`src/hw/rtl/cbm_pkg.sv`:
```
// ----------------------------------------------------------------------------
// cbm_pkg: shared types and constants of the codebook background model
// Request payloads, codeword box layout, operation and register codes.
// ----------------------------------------------------------------------------
package cbm_pkg;

  // Number of channel bytes carried by a request
  localparam int NUM_CH = 3;

  // Operation codes
  localparam logic [1:0] OP_LEARN = 2'd0;
  localparam logic [1:0] OP_CLEAR = 2'd1;
  localparam logic [1:0] OP_DIFF  = 2'd2;

  // Register indexes on the configuration port
  localparam logic [1:0] REG_CHANNEL_COUNT = 2'd0;
  localparam logic [1:0] REG_LEARN_BOUNDS  = 2'd1;
  localparam logic [1:0] REG_LOW_SLACK     = 2'd2;
  localparam logic [1:0] REG_HIGH_SLACK    = 2'd3;

  // Register reset values
  localparam logic [1:0]  RST_CHANNEL_COUNT = 2'd3;
  localparam logic [23:0] RST_LEARN_BOUNDS  = 24'h0A0A0A;
  localparam logic [23:0] RST_SLACK         = 24'h141414;

  // Diff result codes
  localparam logic [7:0] MASK_BG = 8'd0;
  localparam logic [7:0] MASK_FG = 8'd255;

  typedef struct packed {
    logic [1:0]  op;
    logic [11:0] pixel_index;
    logic [7:0]  chan0;
    logic [7:0]  chan1;
    logic [7:0]  chan2;
  } cbm_in_t;

  typedef struct packed {
    logic [7:0] mask_value;
    logic [3:0] entry_slot;
    logic [3:0] cleared_count;
    logic       table_full;
  } cbm_out_t;

  // Learning box and min/max range of one codeword, channel 0 in index 0
  typedef struct packed {
    logic [NUM_CH-1:0][7:0] lo;
    logic [NUM_CH-1:0][7:0] hi;
    logic [NUM_CH-1:0][7:0] mn;
    logic [NUM_CH-1:0][7:0] mx;
  } cbm_box_t;

  // Per-codeword evaluation results
  typedef struct packed {
    logic     in_box;
    logic     diff_ok;
    cbm_box_t box_upd;
    cbm_box_t box_new;
  } cbm_eval_t;

endpackage

```
`src/hw/rtl/cbm_cw_eval.sv`:
```
// ----------------------------------------------------------------------------
// cbm_cw_eval: codeword compare and update logic
// Match tests, range widening, box nudging and staleness for one codeword.
// ----------------------------------------------------------------------------
module cbm_cw_eval
  import cbm_pkg::*;
#(
  parameter int TIME_BITS = 16
) (
  input  cbm_box_t               box,
  input  logic [TIME_BITS-1:0]   last,
  input  logic [TIME_BITS-1:0]   stale,
  input  logic [NUM_CH-1:0][7:0] pv,
  input  logic [NUM_CH-1:0]      ch_en,
  input  logic [23:0]            learn_bounds,
  input  logic [23:0]            low_slack,
  input  logic [23:0]            high_slack,
  input  logic [TIME_BITS-1:0]   t_now,
  output cbm_eval_t              res,
  output logic [TIME_BITS-1:0]   stale_new
);

  logic [NUM_CH-1:0][7:0] hil;
  logic [NUM_CH-1:0][7:0] lol;
  logic [NUM_CH-1:0][8:0] sum9;
  logic [TIME_BITS-1:0]   run;

  // Learning box around the pixel, clamped to a byte
  always_comb begin
    for (int n = 0; n < NUM_CH; n++) begin
      sum9[n] = {1'b0, pv[n]} + {1'b0, learn_bounds[8*n +: 8]};
      hil[n]  = sum9[n][8] ? 8'hFF : sum9[n][7:0];
      lol[n]  = (pv[n] > learn_bounds[8*n +: 8]) ? (pv[n] - learn_bounds[8*n +: 8]) : 8'd0;
    end
  end

  // Match tests and updated boxes
  always_comb begin
    res.in_box  = 1'b1;
    res.diff_ok = 1'b1;
    res.box_upd = box;
    for (int n = 0; n < NUM_CH; n++) begin
      res.box_new.lo[n] = lol[n];
      res.box_new.hi[n] = hil[n];
      res.box_new.mn[n] = pv[n];
      res.box_new.mx[n] = pv[n];
      if (ch_en[n]) begin
        if (!(box.lo[n] <= pv[n] && pv[n] <= box.hi[n])) begin
          res.in_box = 1'b0;
        end
        if (!(({1'b0, pv[n]} + {1'b0, low_slack[8*n +: 8]}) >= {1'b0, box.mn[n]} &&
              {1'b0, pv[n]} < ({1'b0, box.mx[n]} + {1'b0, high_slack[8*n +: 8]}))) begin
          res.diff_ok = 1'b0;
        end
        if (box.mx[n] < pv[n]) begin
          res.box_upd.mx[n] = pv[n];
        end else if (box.mn[n] > pv[n]) begin
          res.box_upd.mn[n] = pv[n];
        end
        if (box.hi[n] < hil[n]) begin
          res.box_upd.hi[n] = box.hi[n] + 8'd1;
        end
        if (box.lo[n] > lol[n]) begin
          res.box_upd.lo[n] = box.lo[n] - 8'd1;
        end
      end
    end
  end

  // Track the longest run without an update
  always_comb begin
    run       = (t_now >= last) ? (t_now - last) : '0;
    stale_new = (stale < run) ? run : stale;
  end

endmodule

```
`config.mk`:
```
export PLATFORM = sky130hd
export DESIGN_NAME = cbm_cw_eval
export DESIGN_NICKNAME = d
export VERILOG_FILES = /design/src/hw/rtl/cbm_pkg.sv /design/src/hw/rtl/cbm_cw_eval.sv
export SDC_FILE = /design/constraint.sdc
export NUM_CORES = 1
export LEC_CHECK = 0
export ABC_AREA = 0
export BUFFER_PORTS_ARGS = -buffer_cell sky130_fd_sc_hd__buf_2
export CORE_AREA = 2 2 176 178
export DETAILED_ROUTE_END_ITERATION = 12
export DIE_AREA = 0 0 178 180
export PLACE_DENSITY_LB_ADDON = 0.2
export SLEW_MARGIN = 20
export SYNTH_ARGS = -nofsm -noshare
export SYNTH_HDL_FRONTEND = slang
export SYNTH_SLANG_ARGS = --single-unit
export TNS_END_PERCENT = 1
```
`constraint.sdc`:
```
create_clock -name vclk -period 8.1
set_clock_uncertainty 0.15 [all_clocks]
set_input_delay 1.62 -clock vclk [all_inputs]
set_output_delay 1.62 -clock vclk [all_outputs]
set_load 0.02 [all_outputs]
```
==> metrics.md, run 1 <==
| Metric | Value |
|---|---|
| Antenna-violating nets left | 0 |
| Flop pwr share | 0 |
| Std cell rows | 64 |
| Yosys synthesis warning count | 0 |
| Iter 0 DRT Violations | 417 |
| Final core occ | 0.462 |
| Layout Cells excl Fill | 2353 |
| First-pass GRT wire length | 61900 µm |
| Max-Cap Viols | 0 |
| Die Y | 180 µm |
| Drt pass-1 iters | 5 |
| Final Cycle Share | 0.931 |
| GRT Overall Usage | 0.238 |
| WHS Endpoint | res[150] |
| Design area | 0.0140 mm² |
| Psw | 0.000747 W |
| Placed Cells | 2344 |
| Min-delay worst type | in -> out |
| Port-buffer cells | 453 |
| FFs & Latches | 0 |
| Mapped Cells | 1570 |
| Crit path max fanout | 16 |
| Register area | 0 µm² |
| RePlAce Congestion | 0.949 |
| Worst hold path cell count | 3 |
| Global route overflow | 0 |
| Layout cells sized above 1 | 0.256 |
| Worst VDD drop | 49.8 µV |
| Setup crit end kind | primary output |
| Top Layer Used | met5 |
| Setup WS post-layout | 561 ps |
| Antenna violations before repair | 11 |
| Post-synthesis net count | 2142 |
| Layout Nets | 2522 |
| Area Overhead vs Synth | 19.5% |
| # IOs | 453 |
| Via count | 12376 |
| Clock buf count | 0 |
| Post-Place Setup Slack | 585 ps |
| Final setup vio count | 0 |
| Core ar. | 0.0302 mm² |
| Synthesized area per cell | 7.43 µm² |
| Final hold violation count | 0 |
| Post_cts resized | 0 |
| PwrDens | 89.7 mW/mm² |
| CP startpoint kind | primary input |
| Required time worst endpoint | 6330 ps |
| Area post-placement | 0.0139 mm² |
| Slew Limit Fails | 0 |
| Period minus WS final | 7540 ps |
| Die width | 178 µm |
| Distinct cells, synth | 73 |
| RSZ-0062 raised after global routing | no |
| Largest net degree at the start of global routing | 17 |
| WL met3 | 2410 µm |
| DRC | 0 |
| CP cell instances | buf_2 > inv_1 > ha_1 > a21o_1 > a31oi_4 > o21ai_1 > a22o_1 > or2_1 > nand2_1 > ha_1 > nand2_1 > o21ai_0 > nor2_1 > a211oi_1 > a21oi_1 > o22ai_4 > mux2i_1 > buf_2 |
| Slowest stage cell, crit path | o22ai_4 |
| Cts hold-fix bufs | 0 |
| Worst hold start | box[54] |
| Worst stage delay on the critical path | 580 ps |
| Multi-input logic area | 0.0105 mm² |
| CP top delay family | compound AO/OA/AOI/OAI gates |
| WP data arrival | 5770 ps |
| Crit path kind | in -> out |
| CP bufs+invs | 3 |
| Combinational Power Share | 1.000 |
| Levels on crit path | 18 |
| Measured slew at the worst slew-check pin | 727 ps |
| Slew margin rel. | 0.515 |
| Vias per cell | 5.26 |
| Max Fclk | 133 MHz |
| Post-CTS Setup Inserts | 0 |
| Routed Wire Length | 40100 µm |
| Starting Density | 0.387 |
| Drt wl/cell | 17.1 µm |
| Met2 WL | 19300 µm |
| Post-synthesis sequential area ratio | 0 |
| Met1 WL | 17500 µm |
| Synthesized area | 0.0117 mm² |
| Clk pwr share | 0 |
| Switching portion of total power | 0.597 |
| Internal power | 0.000505 W |
| P_leak | 7.78 nW |
| Die area | 0.0320 mm² |
| Vias in the first global route | 12047 |
| Final-layout fill cell count | 3160 |
| Outcome | complete, no violations |
| Post-DP HPWL | 35000 µm |
| Setup TNS | 0 ps |
[metal layers]
layer  track usage  up-vias
li1              -     6283
met1         0.302     5626
met2         0.427      409
met3        0.0247       56
met4        0.0554        2
met5             0        -
[Yosys cell counts (all sizes together) (9+ instances only)]
library cell  number  area [µm²]
xor2              34         298
nor4              10        62.6
a21oi            115         594
mux2i             42         420
o21a              21         158
o21bai            25         188
nor2b             37         231
a21o              48         360
and3              13        86.3
nand4             40         256
nor2              69         259
a211oi            11        87.6
ha               316        3950
mux2              19         218
clkbuf            14        52.6
nand2            107         402
nand3             28         140
nor3              27         135
and2              38         238
o21ai            108         544
buf               62         460
fa                13         260
inv              185         694
nand2b            29         181
o211ai             9        67.6
xnor2             72         631
[logic make-up (layout without fill, tap and decap cells)]
| family | count (synthesis) | count (layout) | share of synthesized area |
|---|---|---|---|
| muxes | 61 | 61 | 0.0547 |
| adders and majority gates | 329 | 329 | 0.361 |
| AOI/OAI and AO/OA | 386 | 386 | 0.212 |
| xor gates and xnor gates | 106 | 106 | 0.0795 |
| and+or+nand+nor | 427 | 427 | 0.189 |
| other | 0 | 9 | 0 |
| buffers and inverters | 261 | 639 | 0.103 |
[worst min-delay path: cells and delay by family]
| kind | cells | cell delay (ps) |
|---|---|---|
| buffers and inverters | 2 | 270 |
| XOR/XNOR | 1 | 70 |
[power groups by stage]
stage          Sequential, W        Clock, W  Combinational, W
2_1_floorplan              0               0          0.000875
3_3_place_gp               0               0           0.00123
3_5_place_dp               0               0           0.00125
5_1_grt                    0  0.000000000149           0.00140
6_report                   0  0.000000000149           0.00125
4_1_cts                    0               0           0.00125
[area by class of cell]
type | count | area share
well taps | 396 | 0.0355
inverters | 185 | 0.0498
multi-input cells | 1309 | 0.750
diodes | 9 | 0.00161
repair buffers | 454 | 0.163
[how the worst max path moves through the flow]
stage	from	end	slack (ps)
floorplan	t_now[0]	stale_new[10]	1180
global placement	pv[0]	res[172]	630
detailed placement	pv[0]	res[172]	590
CTS	pv[0]	res[172]	580
global route	pv[16]	res[191]	110
finish	last[11]	stale_new[5]	560
[placed cells by master, fill, tap and decap left out, types with 6 or more instances in the layout]
cell,count
a211oi_1,10
a21o_1,48
a21oi_1,110
and2_1,38
and3_1,12
buf_2,453
diode_2,9
fa_1,13
ha_1,316
inv_1,185
mux2_2,18
mux2i_1,42
nand2_1,107
nand2b_1,29
nand3_1,28
nand4_1,39
nor2_1,69
nor2b_1,37
nor3_1,27
nor4_1,10
o211ai_1,9
o21a_1,21
o21ai_0,101
o21ai_1,6
o21bai_1,25
or2_2,6
or3_1,8
xnor2_1,72
xor2_1,34
[per-stage QoR]
step                      hold slack, ps  total power (W)
final                               3430          0.00125
after global routing                3450          0.00140
after CTS                           3430          0.00125
after detailed placement            3430          0.00125
after global placement              3430          0.00123
after floorplan                     3200         0.000875
Note: power is estimated with default switching activity, not from simulation.
==> run 2: changes to the inputs <==
--- a/config.mk
+++ b/config.mk
@@ -11,6 +11,7 @@
 export DETAILED_ROUTE_END_ITERATION = 12
 export DIE_AREA = 0 0 178 180
 export PLACE_DENSITY_LB_ADDON = 0.2
+export RECOVER_POWER = 25
 export SLEW_MARGIN = 20
 export SYNTH_ARGS = -nofsm -noshare
 export SYNTH_HDL_FRONTEND = slang
==> metrics.md, run 2 (same netlist as run 1, synthesis figures left out) <==
| Metric | Value |
|---|---|
| Starting Density | 0.387 (unchanged) |
| Outcome | complete, no violations (unchanged) |
| Vias in the first global route | 12047 (unchanged) |
| RSZ-0062 raised after global routing | no (unchanged) |
| Crit path max fanout | 14 (was 16) |
| Post_cts resized | 0 (unchanged) |
| Setup crit end kind | primary output (unchanged) |
| # IOs | 453 (unchanged) |
| Area Overhead vs Synth | 19.0% (was 19.5%) |
| Clock buf count | 0 (unchanged) |
| Register area | 0 µm² (unchanged) |
| Most Frequent Cell on Critical Path | a21o_1 |
| Area post-placement | 0.0139 mm² (unchanged) |
| WP data arrival | 5860 ps (was 5770 ps) |
| Antenna violations before repair | 11 (unchanged) |
| Clk pwr share | 0 (about the same) |
| PwrDens | 89.8 mW/mm² (was 89.7 mW/mm²) |
| P_leak | 7.65 nW (was 7.78 nW) |
| Largest net degree at the start of global routing | 17 (unchanged) |
| DRC | 0 (unchanged) |
| Routed Wire Length | 40200 µm (was 40100 µm) |
| Required time worst endpoint | 6330 ps (about the same) |
| Psw | 0.000747 W (about the same) |
| Layout Nets | 2522 (unchanged) |
| Final setup vio count | 0 (unchanged) |
| Die area | 0.0320 mm² (unchanged) |
| Crit path kind | in -> out (unchanged) |
| Final-layout fill cell count | 3169 (was 3160) |
| Final Cycle Share | 0.942 (was 0.931) |
| Combinational Power Share | 1.000 (about the same) |
| Max-Cap Viols | 0 (unchanged) |
| Design area | 0.0139 mm² (was 0.0140 mm²) |
| Worst stage delay on the critical path | 580 ps (about the same) |
| GRT Overall Usage | 0.238 (unchanged) |
| Switching portion of total power | 0.599 (was 0.597) |
| Post-DP HPWL | 35000 µm (unchanged) |
| Cts hold-fix bufs | 0 (unchanged) |
| First-pass GRT wire length | 61900 µm (unchanged) |
| RePlAce Congestion | 0.949 (unchanged) |
| Drt wl/cell | 17.1 µm (about the same) |
| CP startpoint kind | primary input (unchanged) |
| Period minus WS final | 7630 ps (was 7540 ps) |
| Slowest stage cell, crit path | clkbuf_1 (was o22ai_4) |
| Setup TNS | 0 ps (unchanged) |
| Vias per cell | 5.26 (about the same) |
| Slew margin rel. | 0.419 (was 0.515) |
| Drt pass-1 iters | 7 (was 5) |
| Flop pwr share | 0 (about the same) |
| CP cell instances | clkbuf_1 > ha_1 > a21o_1 > a21o_1 > a21o_1 > a21o_1 > a211oi_2 > nor2_1 > nand2_1 > ha_1 > nor2b_1 > o21a_1 > o21a_1 > o21bai_1 > a21oi_1 > nor3b_1 > xor2_1 > buf_2 (was buf_2 > inv_1 > ha_1 > a21o_1 > a31oi_4 > o21ai_1 > a22o_1 > or2_1 > nand2_1 > ha_1 > nand2_1 > o21ai_0 > nor2_1 > a211oi_1 > a21oi_1 > o22ai_4 > mux2i_1 > buf_2) |
| Via count | 12383 (was 12376) |
| Antenna-violating nets left | 0 (unchanged) |
| Layout cells sized above 1 | 0.231 (was 0.256) |
| Port-buffer cells | 453 (unchanged) |
| Slew Limit Fails | 0 (unchanged) |
| Max Fclk | 131 MHz (was 133 MHz) |
| Worst VDD drop | 50.3 µV (was 49.8 µV) |
| CP bufs+invs | 2 (was 3) |
| Iter 0 DRT Violations | 442 (was 417) |
| Post-CTS Setup Inserts | 0 (unchanged) |
| Die Y | 180 µm (unchanged) |
| FFs & Latches | 0 (unchanged) |
| Measured slew at the worst slew-check pin | 871 ps (was 727 ps) |
| Std cell rows | 64 (unchanged) |
| CP top delay family | compound AO/OA/AOI/OAI gates (unchanged) |
| Final hold violation count | 0 (unchanged) |
| Most frequent cells in the layout | 405 x buf_2, 316 x ha_1, 185 x inv_1, 110 x a21oi_1, 107 x nand2_1 (was 453 x buf_2, 316 x ha_1, 185 x inv_1, 110 x a21oi_1, 107 x nand2_1) |
| Global route overflow | 0 (unchanged) |
| Die width | 178 µm (unchanged) |
| Core ar. | 0.0302 mm² (unchanged) |
| Min-delay worst type | in -> out (unchanged) |
| Internal power | 0.000501 W (was 0.000505 W) |
| Most common cell after layout, fill and taps aside | buf_2 (unchanged) |
[run 2: changes by cell type in the layout (fill, tap and decap cells not counted)]
cell / before / now
clkbuf_1: 0 / 48
buf_2: 453 / 405
[run 2: final cells by class]
| type | count | area (µm²) | share of cell area |
|---|---|---|---|
| multi-input combinational | 1309 | 10500 | 0.753 |
| timing repair buffer | 454 | 2210 | 0.159 |
| inverter | 185 | 694 | 0.0500 |
| tap | 396 | 495 | 0.0357 |
| antenna | 9 | 22.5 | 0.00162 |
[run 2: worst paths after layout]
check	startpoint	endpoint	slack, ps	cells after the start
worst max-delay path	pv[2]	res[172]	470	18
worst min-delay path	box[54]	res[150]	3420	3
[run 2: per-layer routing]
layer	vias up	wire, µm	GRT usage
met5	-	13	0
met4	2	937	0.0554
met3	60	2330	0.0247
met2	416	19300	0.427
met1	5626	17600	0.302
li1	6279	-	-
[run 2: per-stage QoR]
stage	total power (W)	hold slack, ps	cells	setup WS (ps)	util
floorplan	0.000875	3200	1570	1180	-
global placement	0.00123	3430	2344	633	0.461
detailed placement	0.00125	3430	2344	585	0.461
CTS	0.00125	3430	2344	577	0.461
global route	0.00140	3450	2353	75.0	0.460
finish	0.00125	3420	2353	468	0.460
[run 2: power groups by stage]
stage	combinational (W)	sequential [W]	clock (W)
2_1_floorplan	0.000875	0	0
3_3_place_gp	0.00123	0	0
3_5_place_dp	0.00125	0	0
4_1_cts	0.00125	0	0
5_1_grt	0.00140	0	0.000000000149
6_report	0.00125	0	0.000000000149
[run 2: tightest hold or removal path, cell delays in order]
cell,delay (ps)
buf_2,120
xnor2_1,70
buf_2,150
